--- src/hw/rtl/u8seg_pkg.sv ---
package u8seg_pkg;

  // Replacement character U+FFFD as EF BF BD, first byte in the low octet
  localparam logic [31:0] REPL_BYTES = 32'h00BD_BFEF;
  localparam logic [2:0]  REPL_LEN   = 3'd3;

  typedef enum logic [0:0] {
    ST_IDLE,
    ST_SCAN
  } u8seg_state_t;

  // Commands from the controller to the datapath
  typedef struct packed {
    logic load;     // take the incoming byte into the window
    logic advance;  // emit the front group and drop it, or replace and drop its lead
    logic flush;    // emit the truncation replacement and empty the window
  } u8seg_cmd_t;

  // Status from the datapath to the controller
  typedef struct packed {
    logic slot_free;   // output register can take a result this cycle
    logic brk;         // window empty or front group still incomplete
    logic flush_need;  // string ended with bytes left in the window
    logic step_last;   // the group emitted now ends the run
  } u8seg_sts_t;

  // Group length from the lead byte, zero for an invalid lead
  function automatic logic [2:0] lead_len(input logic [7:0] c);
    logic [2:0] len;
    len = 3'd0;
    if ((c & 8'h80) == 8'h00) begin
      len = 3'd1;
    end else if ((c & 8'hE0) == 8'hC0) begin
      len = 3'd2;
    end else if ((c & 8'hF0) == 8'hE0) begin
      len = 3'd3;
    end else if ((c & 8'hF8) == 8'hF0) begin
      len = 3'd4;
    end
    return len;
  endfunction

endpackage

--- src/hw/rtl/u8seg_ctrl.sv ---
module u8seg_ctrl (
  input  logic              clk,
  input  logic              rst_n,
  input  logic              in_valid,
  output logic              in_stall,
  input  u8seg_pkg::u8seg_sts_t sts,
  output u8seg_pkg::u8seg_cmd_t cmd
);
  import u8seg_pkg::*;

  u8seg_state_t state_r;
  u8seg_state_t state_nxt;

  // State register
  always_ff @(posedge clk) begin
    if (!rst_n) begin
      state_r <= ST_IDLE;
    end else begin
      state_r <= state_nxt;
    end
  end

  // Next state and commands
  always_comb begin
    state_nxt = state_r;
    cmd       = '0;
    in_stall  = 1'b1;
    case (state_r)
      ST_IDLE: begin
        in_stall = 1'b0;
        if (in_valid) begin
          cmd.load  = 1'b1;
          state_nxt = ST_SCAN;
        end
      end
      ST_SCAN: begin
        // Emit one group per cycle while the output slot is free
        if (sts.slot_free) begin
          if (!sts.brk) begin
            cmd.advance = 1'b1;
            if (sts.step_last) begin
              state_nxt = ST_IDLE;
            end
          end else if (sts.flush_need) begin
            cmd.flush = 1'b1;
            state_nxt = ST_IDLE;
          end else begin
            state_nxt = ST_IDLE;
          end
        end
      end
      default: begin
        state_nxt = ST_IDLE;
      end
    endcase
  end

endmodule

--- src/hw/rtl/u8seg_dp.sv ---
module u8seg_dp (
  input  logic                  clk,
  input  logic                  rst_n,
  input  u8seg_pkg::u8seg_cmd_t cmd,
  output u8seg_pkg::u8seg_sts_t sts,
  input  logic [7:0]            in_data_byte,
  input  logic                  in_end_of_string,
  output logic                  out_valid,
  input  logic                  out_stall,
  output logic [31:0]           out_group_bytes,
  output logic [2:0]            out_group_length,
  output logic                  out_replaced,
  output logic                  out_last_of_run,
  output logic                  out_string_done
);
  import u8seg_pkg::*;

  logic [3:0][7:0] win_r;
  logic [3:0][7:0] win_nxt;
  logic [2:0]      fill_r;
  logic [2:0]      fill_nxt;
  logic            eos_r;
  logic            eos_nxt;

  logic            out_valid_r;
  logic            out_valid_nxt;
  logic [31:0]     bytes_r;
  logic [31:0]     bytes_nxt;
  logic [2:0]      len_r;
  logic [2:0]      len_nxt;
  logic            rep_r;
  logic            rep_nxt;
  logic            last_r;
  logic            last_nxt;
  logic            done_r;
  logic            done_nxt;

  logic [2:0]      len0;
  logic            cont_ok;
  logic            grp_ok;
  logic [2:0]      drop;
  logic [2:0]      fill_left;
  logic [3:0][7:0] shifted;
  logic [2:0]      len_next;
  logic            brk_next;
  logic [31:0]     packed_grp;

  // Examine the group at the window front
  always_comb begin
    len0    = lead_len(win_r[0]);
    cont_ok = 1'b1;
    for (int k = 1; k < 4; k++) begin
      if (3'(k) < len0 && (win_r[k] & 8'hC0) != 8'h80) begin
        cont_ok = 1'b0;
      end
    end
    grp_ok = (len0 != 3'd0) && cont_ok;
    drop   = grp_ok ? len0 : 3'd1;
    for (int k = 0; k < 4; k++) begin
      packed_grp[8*k +: 8] = (3'(k) < len0) ? win_r[k] : 8'h00;
    end
  end

  // Window after dropping the emitted bytes, and look at what follows
  always_comb begin
    fill_left = fill_r - drop;
    case (drop)
      3'd1:    shifted = {win_r[3], win_r[3], win_r[2], win_r[1]};
      3'd2:    shifted = {win_r[3], win_r[2], win_r[3], win_r[2]};
      3'd3:    shifted = {win_r[3], win_r[3], win_r[3], win_r[3]};
      default: shifted = win_r;
    endcase
    len_next = lead_len(shifted[0]);
    brk_next = (fill_left == 3'd0) || (len_next != 3'd0 && fill_left < len_next);
  end

  assign sts.slot_free  = !out_valid_r || !out_stall;
  assign sts.brk        = (fill_r == 3'd0) || (len0 != 3'd0 && fill_r < len0);
  assign sts.flush_need = eos_r && (fill_r != 3'd0);
  assign sts.step_last  = brk_next && !(eos_r && fill_left != 3'd0);

  // Window and output register updates
  always_comb begin
    win_nxt       = win_r;
    fill_nxt      = fill_r;
    eos_nxt       = eos_r;
    out_valid_nxt = out_valid_r && out_stall;
    bytes_nxt     = bytes_r;
    len_nxt       = len_r;
    rep_nxt       = rep_r;
    last_nxt      = last_r;
    done_nxt      = done_r;
    if (cmd.load) begin
      win_nxt[fill_r[1:0]] = in_data_byte;
      fill_nxt             = fill_r + 3'd1;
      eos_nxt              = in_end_of_string;
    end
    if (cmd.advance) begin
      win_nxt       = shifted;
      fill_nxt      = fill_left;
      out_valid_nxt = 1'b1;
      bytes_nxt     = grp_ok ? packed_grp : REPL_BYTES;
      len_nxt       = grp_ok ? len0 : REPL_LEN;
      rep_nxt       = !grp_ok;
      last_nxt      = sts.step_last;
      done_nxt      = sts.step_last && eos_r;
    end
    if (cmd.flush) begin
      fill_nxt      = 3'd0;
      out_valid_nxt = 1'b1;
      bytes_nxt     = REPL_BYTES;
      len_nxt       = REPL_LEN;
      rep_nxt       = 1'b1;
      last_nxt      = 1'b1;
      done_nxt      = 1'b1;
    end
  end

  // Control registers
  always_ff @(posedge clk) begin
    if (!rst_n) begin
      fill_r      <= 3'd0;
      eos_r       <= 1'b0;
      out_valid_r <= 1'b0;
    end else begin
      fill_r      <= fill_nxt;
      eos_r       <= eos_nxt;
      out_valid_r <= out_valid_nxt;
    end
  end

  // Payload registers
  always_ff @(posedge clk) begin
    win_r   <= win_nxt;
    bytes_r <= bytes_nxt;
    len_r   <= len_nxt;
    rep_r   <= rep_nxt;
    last_r  <= last_nxt;
    done_r  <= done_nxt;
  end

  assign out_valid        = out_valid_r;
  assign out_group_bytes  = bytes_r;
  assign out_group_length = len_r;
  assign out_replaced     = rep_r;
  assign out_last_of_run  = last_r;
  assign out_string_done  = done_r;

endmodule

--- src/hw/rtl/utf8_codepoint_segmenter.sv ---
// Splits a byte string into UTF-8 code point groups, one request per byte.
// A lead byte sets the group length; once the group is buffered, its
// continuation bytes are checked and it is emitted, or U+FFFD (EF BF BD)
// replaces its lead and the remaining bytes are scanned again. An invalid
// lead gives one U+FFFD; a group cut short by end_of_string gives one U+FFFD
// and its bytes are dropped. Overlong and surrogate forms pass unchecked.
// A byte is accepted and then the window scan emits one group per cycle
// into a single output register while that register is free, and the
// next byte is taken once the scan has finished.
module utf8_codepoint_segmenter (
  input  logic        clk,
  input  logic        rst_n,
  input  logic        in_valid,
  output logic        in_stall,
  input  logic [7:0]  in_data_byte,
  input  logic        in_end_of_string,
  output logic        out_valid,
  input  logic        out_stall,
  output logic [31:0] out_group_bytes,
  output logic [2:0]  out_group_length,
  output logic        out_replaced,
  output logic        out_last_of_run,
  output logic        out_string_done
);
  import u8seg_pkg::*;

  u8seg_cmd_t cmd;
  u8seg_sts_t sts;

  // Sequence the window scan
  u8seg_ctrl u_ctrl (
    .clk      (clk),
    .rst_n    (rst_n),
    .in_valid (in_valid),
    .in_stall (in_stall),
    .sts      (sts),
    .cmd      (cmd)
  );

  // Hold the window and the output register
  u8seg_dp u_dp (
    .clk              (clk),
    .rst_n            (rst_n),
    .cmd              (cmd),
    .sts              (sts),
    .in_data_byte     (in_data_byte),
    .in_end_of_string (in_end_of_string),
    .out_valid        (out_valid),
    .out_stall        (out_stall),
    .out_group_bytes  (out_group_bytes),
    .out_group_length (out_group_length),
    .out_replaced     (out_replaced),
    .out_last_of_run  (out_last_of_run),
    .out_string_done  (out_string_done)
  );

endmodule

--- config.mk ---
export PLATFORM = sky130hd
export DESIGN_NAME = utf8_codepoint_segmenter
export DESIGN_NICKNAME = d
export VERILOG_FILES = /design/src/hw/rtl/u8seg_pkg.sv /design/src/hw/rtl/u8seg_ctrl.sv /design/src/hw/rtl/u8seg_dp.sv /design/src/hw/rtl/utf8_codepoint_segmenter.sv
export SDC_FILE = /design/constraint.sdc
export NUM_CORES = 1
export LEC_CHECK = 0
export ABC_AREA = 1
export BUFFER_PORTS_ARGS = -buffer_cell sky130_fd_sc_hd__buf_2
export CORE_ASPECT_RATIO = 1.75
export CORE_MARGIN = 2
export CORE_UTILIZATION = 55
export DETAILED_ROUTE_END_ITERATION = 7
export PLACE_DENSITY = 0.73
export SLEW_MARGIN = 20
export SYNTH_ARGS = -nofsm -noshare
export SYNTH_HDL_FRONTEND = slang
export SYNTH_SLANG_ARGS = --single-unit
--- constraint.sdc ---
create_clock -name clk -period 4.65 [get_ports clk]
set_input_delay 0.93 -clock clk [delete_from_list [all_inputs] [get_ports clk]]
set_output_delay 0.93 -clock clk [all_outputs]
set_load 0.01 [all_outputs]
==> results.py, run 1 <==
metrics = {
    "final_layout": {
        "syn2layout_area_growth_pct": 15.9,
        "drive_gt1_share_pct": 23.0,
        "stdcell_area_sq_um": 4340,
        "nNetsFinal": 500,
        "stdcell_count": 564,
        "insertedDiodeCount": 0,
    },
    "power_and_ir_drop": {
        "power_density_nw_per_um2": 557,
        "leakagePower_nw": 1.98,
        "ir_drop_mv": 0.383,
    },
    "logic_synthesis": {
        "ys_seq_elements": 76,
        "synth-warning-count": 0,
        "yosysTopAreaCell": "edfxtp_1",
        "synth-main-ff-cell": "dfxtp_1",
        "yosysUniqueCellTypes": 40,
        "synth_edf_count": 32,
        "synthArstFlopShare_pct": 0,
        "synth_most_common_cell": "nand2_1",
        "synth_fp_nets": 450,
        "synth_area_sq_um": 3740,
        "synth.area.top_cells": "edfxtp_1 (26%), dfxtp_1 (24%), nand2_1 (8.9%)",
        "avgSynthCellArea_sq_um": 8.77,
        "synth_top_cells_by_count": "nand2_1 (89), inv_1 (47), dfxtp_1 (44)",
        "yosysSeqAreaShare_pct": 49.2,
        "netlist_instances": 427,
        "synth_top_area_share_pct": 25.7,
    },
    "cts": {
        "post-cts-setup-buffers": 0,
        "clkSinkCount": 76,
        "tritoncts": "done",
        "clk_pin_slew_ns": 0.06,
        "clk_latency_ns": 0.34,
        "cts_hold_buffers": 0,
        "numCtsBuffers": 9,
        "clock_path_buffers": 2,
        "ctsRootBufferMaster": "clkbuf_16",
        "h-tree-depth": 3,
        "postCtsResizedCells": 0,
    },
    "placed_design": {
        "placedCellCount": 548,
        "postPlaceCellArea_sq_um": 4050,
        "port_buffers": 52,
        "hpwl_um": 6620,
        "gp_congestion": 0.953,
    },
    "die": {
        "initial_core_util_pct": 57.3,
        "dieArea_sq_um": 7510,
        "core-area_sq_um": 6540,
        "io_pins": 53,
        "die_h_um": 113,
        "die_w_um": 66.4,
        "rows": 39,
    },
    "timing": {
        "finalCritPeriodShare_pct": 89.9,
        "worstMarginPinSlew_ns": 0.944,
        "setup_viol": 0,
        "tns_ns": 0,
        "fmax_ghz": 0.239,
        "slew_headroom_pct": 37.1,
        "grt_setup_unrepaired": "no",
        "period_needed_ns": 4.18,
        "finalClockSkew_ns": 0.00687,
        "hold_violations": 0,
        "slew_viol_final": 0,
    },
    "global_routing": {
        "grtUsageTotal_pct": 26.1,
        "grt-ovfl-total": 0,
        "grt_pass1_wl_um": 14700,
        "antenna_found_initial": 0,
        "first_global_vias": 3015,
        "grt_max_degree": 62,
    },
    "route": {
        "detail_route.wl_per_cell_um": 15.8,
        "first_pass_iters": 7,
        "drt-total-wl_um": 8890,
        "drc": 0,
        "via_per_inst": 5.62,
        "dr.first_iter.drc_count": 222,
        "vias": 3167,
        "ant_nets": 0,
    },
    "hold_path": {
        "hold_depth": 2,
        "min-delay-start": "u_dp.out_group_bytes[22]$_SDFFE_PP0P_",
        "whs_endpoint": "u_dp.out_group_bytes[22]$_SDFFE_PP0P_",
        "hp-class": "reg2reg",
    },
    "critical_path": {
        "critical_path.startpoint": "u_dp.win_r[4]$_DFFE_PP_",
        "critPathTopFamily": "compound AO/OA/AOI/OAI gates",
        "cp_data_arrival_time_ns": 4.45,
        "cpMostUsedCell": "inv_1",
        "crit_path_end_kind": "flop",
        "rrSetupSlack_ns": 0.47,
        "r2r_cells": 19,
        "reg2reg_from": "u_dp.win_r[4]$_DFFE_PP_",
        "slowest_stage": "a2111oi_0",
        "rr_endpoint": "u_dp.out_last_of_run$_SDFFE_PP1P_",
        "critPathKind": "reg2reg",
        "cp_max_fo": 12,
        "crit_chain": "inv_1, nand2_1, o21ai_2, inv_1, nand2_1, nand3_4, nor2_4, inv_1, ha_1, fa_1, xor2_1, xnor2_1, inv_1, ha_1, nand2_1, nor2_1, a2111oi_0, a21oi_1, o21ai_1",
        "max_stage_delay_ns": 0.57,
        "required_ns": 4.92,
        "crit_buf_inv": 4,
        "start_kind": "flop",
    },
    "job": {
        "drv_cap": 0,
    },
    "status": {
        "status": "finished clean",
    },
}
==> flip-flops by register name, summed over array words and instances (netlist names) <==
register,count
u_ctrl.state_r,1
u_dp.out_string_done,1
u_dp.out_replaced,1
u_dp.out_valid,1
u_dp.out_group_bytes,32
u_dp.out_group_length,3
u_dp.fill_r,3
u_dp.win_r,32
u_dp.eos_r,1
u_dp.out_last_of_run,1
==> per-layer routing <==
layer | GRT usage, % | vias to the layer above | routed length [um]
met1 | 30.8 | 1476 | 3540
met4 | 15.4 | 0 | 345
met2 | 43.1 | 105 | 4560
met3 | 4.77 | 20 | 453
met5 | 0 | - | 0
li1 | - | 1566 | -
==> power by group <==
group          total (mW)  internal, mW  switching (mW)
sequential          0.965         0.880          0.0847
clock               0.677         0.413           0.265
combinational       0.773         0.302           0.471
==> cell usage in the layout, fill, tap and decap left out, types with 2 or more instances in the layout <==
| cell | instances |
|---|---|
| a31oi_1 | 2 |
| buf_4 | 3 |
| a21oi_2 | 2 |
| inv_1 | 47 |
| o21ai_1 | 3 |
| nand2_1 | 89 |
| inv_2 | 10 |
| o32ai_1 | 2 |
| clkinvlp_4 | 2 |
| a221oi_1 | 2 |
| nand4_2 | 2 |
| clkbuf_1 | 2 |
| nor2_4 | 3 |
| nand3_2 | 4 |
| clkbuf_16 | 9 |
| o31ai_1 | 5 |
| nand2_2 | 9 |
| nor2_1 | 17 |
| nor2_2 | 7 |
| xor2_1 | 2 |
| clkinv_1 | 2 |
| a21oi_1 | 18 |
| nand3_1 | 39 |
| dfxtp_1 | 44 |
| ha_1 | 9 |
| nor3_1 | 3 |
| a22oi_1 | 8 |
| o211ai_1 | 5 |
| buf_2 | 52 |
| a221o_1 | 11 |
| edfxtp_1 | 32 |
| o21ai_0 | 25 |
==> layout make-up <==
class	instances	area (sq um)
flip-flops and latches	76	1840
well taps	82	103
repair buffers	55	283
fillers	570	2200
inverters	58	218
clock buffers	11	233
clock inverters	5	53.8
multi-input cells	277	1610
==> stage by stage <==
| stage | hold WS, ns | util, % | setup slack [ns] | total power, mW |
|---|---|---|---|---|
| after floorplan | 0.436 | - | 1.03 | 1.50 |
| after global placement | 0.424 | 62.0 | 0.596 | 1.73 |
| after detailed placement | 0.429 | 62.0 | 0.489 | 1.75 |
| after CTS | 0.440 | 66.3 | 0.446 | 2.43 |
| after global routing | 0.452 | 66.3 | 0.0841 | 2.56 |
| final | 0.437 | 66.3 | 0.468 | 2.42 |
==> worst reg2reg max path, stage by stage (launching register included) <==
cell	delay [ns]
edfxtp_1	0.39
inv_1	0.09
nand2_1	0.07
o21ai_2	0.20
inv_1	0.13
nand2_1	0.14
nand3_4	0.14
nor2_4	0.28
inv_1	0.21
ha_1	0.24
fa_1	0.38
xor2_1	0.16
xnor2_1	0.26
inv_1	0.10
ha_1	0.31
nand2_1	0.11
nor2_1	0.04
a2111oi_0	0.57
a21oi_1	0.16
o21ai_1	0.13
==> cell families (layout without fill, tap and decap cells) <==
group	after synthesis	in the layout	synth area share, %
AND/OR/NAND/NOR	176	176	22.5
AO/OA/AOI/OAI	88	88	16.2
flip-flops	76	76	49.2
buffers and inverters	74	129	7.89
adder cells (fa/ha/maj)	10	10	3.54
XOR/XNOR	3	3	0.702
==> worst max-delay path by stage <==
stage / endpoint / cells after the start
after global placement: u_dp.out_last_of_run$_SDFFE_PP1P_ / 19
after detailed placement: u_dp.out_last_of_run$_SDFFE_PP1P_ / 19
after CTS: u_dp.out_last_of_run$_SDFFE_PP1P_ / 19
final: u_dp.out_last_of_run$_SDFFE_PP1P_ / 19
after global routing: u_dp.out_last_of_run$_SDFFE_PP1P_ / 19
after floorplan: u_ctrl.state_r$_SDFF_PN0_ / 21
No activity file was read; power rests on OpenSTA's default activity.
==> run 2: changes to the inputs <==
--- a/config.mk
+++ b/config.mk
@@ -5,11 +5,12 @@
 export SDC_FILE = /design/constraint.sdc
 export NUM_CORES = 1
 export LEC_CHECK = 0
-export ABC_AREA = 1
+export ABC_AREA = 0
 export BUFFER_PORTS_ARGS = -buffer_cell sky130_fd_sc_hd__buf_2
 export CORE_ASPECT_RATIO = 1.75
 export CORE_MARGIN = 2
 export CORE_UTILIZATION = 55
+export CTS_BUF_LIST = sky130_fd_sc_hd__clkbuf_16
 export DETAILED_ROUTE_END_ITERATION = 7
 export PLACE_DENSITY = 0.73
 export SLEW_MARGIN = 20
==> results.py, run 2 <==
metrics = {
    "logic_synthesis": {
        "synth_most_common_cell": "nand2_1",
        "synth_area_sq_um": 3750,
        "synthArstFlopShare_pct": 0,
        "yosysUniqueCellTypes": 60,
        "ys_seq_elements": 76,
        "yosysSeqAreaShare_pct": 49.1,
        "synth_fp_nets": 422,
        "synth_top_cells_by_count": "nand2_1 (58), dfxtp_1 (44), nand3_1 (43)",
        "synth_edf_count": 32,
        "synth_compound_area_share_pct": 17.5,
        "yosys.area_share.adder_pct": 3.54,
        "synth-main-ff-cell": "dfxtp_1",
        "synth_top_area_share_pct": 25.6,
        "synth_top_family_by_area": "simple AND/OR/NAND/NOR gates",
        "avgSynthCellArea_sq_um": 9.39,
        "yosysTopAreaCell": "edfxtp_1",
        "synth-warning-count": 0,
        "synth_xor_area_share_pct": 0.467,
        "synth_mux_area_share_pct": 0.868,
        "synthSimpleGateAreaFrac_pct": 24.0,
        "netlist_instances": 399,
        "synth.area.top_cells": "edfxtp_1 (26%), dfxtp_1 (23%), nand2_1 (5.8%)",
    },
    "cts": {
        "postCtsResizedCells": 0,
        "post-cts-setup-buffers": 0,
        "numCtsBuffers": 9,
        "tritoncts": "done",
        "clk_latency_ns": 0.34,
        "clk_pin_slew_ns": 0.06,
        "cts_hold_buffers": 0,
        "h-tree-depth": 3,
        "clock_path_buffers": 2,
        "clkSinkCount": 76,
        "ctsRootBufferMaster": "clkbuf_16",
    },
    "global_routing": {
        "grtUsageMet1_pct": 32.0,
        "grt-ovfl-total": 0,
        "grt_max_degree": 46,
        "grtUsageTotal_pct": 28.9,
        "use_met2_pct": 50.0,
        "grt_pass1_wl_um": 16100,
        "antenna_found_initial": 0,
        "busiest_layer": "met2",
        "grt_use_met3_pct": 5.86,
        "first_global_vias": 3154,
    },
    "timing": {
        "slew_viol_final": 0,
        "tns_ns": 0,
        "slew_headroom_pct": 45.3,
        "period_needed_ns": 4.09,
        "setup_viol": 0,
        "fmax_ghz": 0.245,
        "hold_violations": 0,
        "grt_setup_unrepaired": "no",
        "finalCritPeriodShare_pct": 87.9,
        "worstMarginPinSlew_ns": 0.816,
        "finalClockSkew_ns": 0.00850,
    },
    "die": {
        "die_h_um": 113,
        "dieArea_sq_um": 7520,
        "rows": 39,
        "io_pins": 53,
        "die_w_um": 66.4,
        "initial_core_util_pct": 56.9,
        "core-area_sq_um": 6590,
    },
    "final_layout": {
        "final_cell_mix": "nand2_1 (58), buf_2 (52), dfxtp_1 (44), nand3_1 (43), edfxtp_1 (32)",
        "stdcell_count": 527,
        "insertedDiodeCount": 0,
        "syn2layout_area_growth_pct": 15.4,
        "utilization_pct": 65.6,
        "drive_gt1_share_pct": 19.1,
        "nNetsFinal": 463,
        "final_common_cell": "nand2_1",
    },
    "status": {
        "status": "finished clean",
    },
    "route": {
        "via_per_inst": 6.15,
        "ant_nets": 0,
        "dr.first_iter.drc_count": 249,
        "detail_route.wl_per_cell_um": 19.3,
        "first_pass_iters": 6,
        "vias": 3241,
        "drt-total-wl_um": 10200,
        "drc": 0,
    },
    "power_and_ir_drop": {
        "leakagePower_nw": 1.91,
        "ir_drop_mv": 0.286,
        "power_mw": 2.34,
        "power_density_nw_per_um2": 541,
    },
    "hold_path": {
        "hp-class": "reg2reg",
    },
    "critical_path": {
        "crit_buf_inv": 2,
        "critPathTopFamily": "simple AND/OR/NAND/NOR gates",
        "cp_max_fo": 10,
        "critPathKind": "reg2reg",
        "cp_data_arrival_time_ns": 4.32,
        "crit_path_end_kind": "flop",
        "max_stage_delay_ns": 0.53,
        "start_kind": "flop",
        "crit_chain": "and2_1, and3_1, nor4_1, buf_4, nand2_1, ha_1, fa_1, xnor2_1, xor2_1, inv_1, ha_1, o21ai_0, nand2_1, a2111oi_0, a31oi_1, a32o_1",
        "required_ns": 4.88,
        "slowest_stage": "edfxtp_1",
    },
    "placed_design": {
        "gp_congestion": 0.901,
        "hpwl_um": 7350,
        "placedCellCount": 511,
        "port_buffers": 52,
    },
    "job": {
        "drv_cap": 0,
    },
}
-- run 2: changes by cell type after synthesis, moves of 9 or more --
cell / change
nand2_2: -9
inv_1: -38
and3_1: +17
nand2_1: -31
o21ai_0: -10
a221o_1: -10
inv_2: -10
-- run 2: where the power goes --
| group | switching (mW) | total (mW) | internal, mW |
|---|---|---|---|
| Sequential | 0.106 | 0.975 | 0.869 |
| Clock | 0.274 | 0.666 | 0.392 |
| Combinational | 0.419 | 0.698 | 0.278 |
| Total | 0.799 | 2.34 | 1.54 |
-- run 2: worst paths after layout --
kind | start | to | slack [ns] | cells past startpoint
max | u_dp.win_r[7]$_DFFE_PP_ | u_ctrl.state_r$_SDFF_PN0_ | 0.56 | 16
min | u_dp.out_replaced$_SDFFE_PP1P_ | u_dp.out_replaced$_SDFFE_PP1P_ | 0.44 | 2
max reg2reg | u_dp.win_r[7]$_DFFE_PP_ | u_ctrl.state_r$_SDFF_PN0_ | 0.56 | 16
min reg2reg | u_dp.out_replaced$_SDFFE_PP1P_ | u_dp.out_replaced$_SDFFE_PP1P_ | 0.44 | 2
-- run 2: per-layer routing --
| layer | share of wire (%) | vias up | routed length (um) |
|---|---|---|---|
| li1 | - | 1547 | - |
| met1 | 37 | 1521 | 3790 |
| met2 | 53 | 148 | 5390 |
| met3 | 6.1 | 25 | 617 |
| met4 | 3.8 | 0 | 391 |
| met5 | 0 | - | 0 |
-- run 2: through the flow --
stage	hold WS [ns]	setup slack, ns	cell area [sq um]
finish	0.441	0.563	4320
global route	0.464	0.321	4320
CTS	0.447	0.593	4320
detailed placement	0.439	0.653	4040
global placement	0.428	0.767	4030
floorplan	0.432	0.887	3750
-- run 2: logic make-up (layout without fill, tap and decap cells) --
kind of cell / Yosys count / in the layout
AOI/OAI and AO/OA: 94 / 94
xor gates and xnor gates: 2 / 2
adders and majority gates: 10 / 10
buffers and inverters: 37 / 83
DFF: 76 / 76
muxes: 3 / 3
and+or+nand+nor: 177 / 177
-- run 2: layout make-up --
class                   instances  area (sq um)
multi-input cells             286          1750
clock inverters                 6          38.8
flip-flops and latches         76          1840
repair buffers                 58           305
clock buffers                  10           250
inverters                       9          33.8
well taps                      82           103
fillers                       588          2260
-- run 2: worst min-delay path: cells and delay by family (launching register included) --
family,cells,cell delay [ns]
and+or+nand+nor,2,0.09
DFF,1,0.30
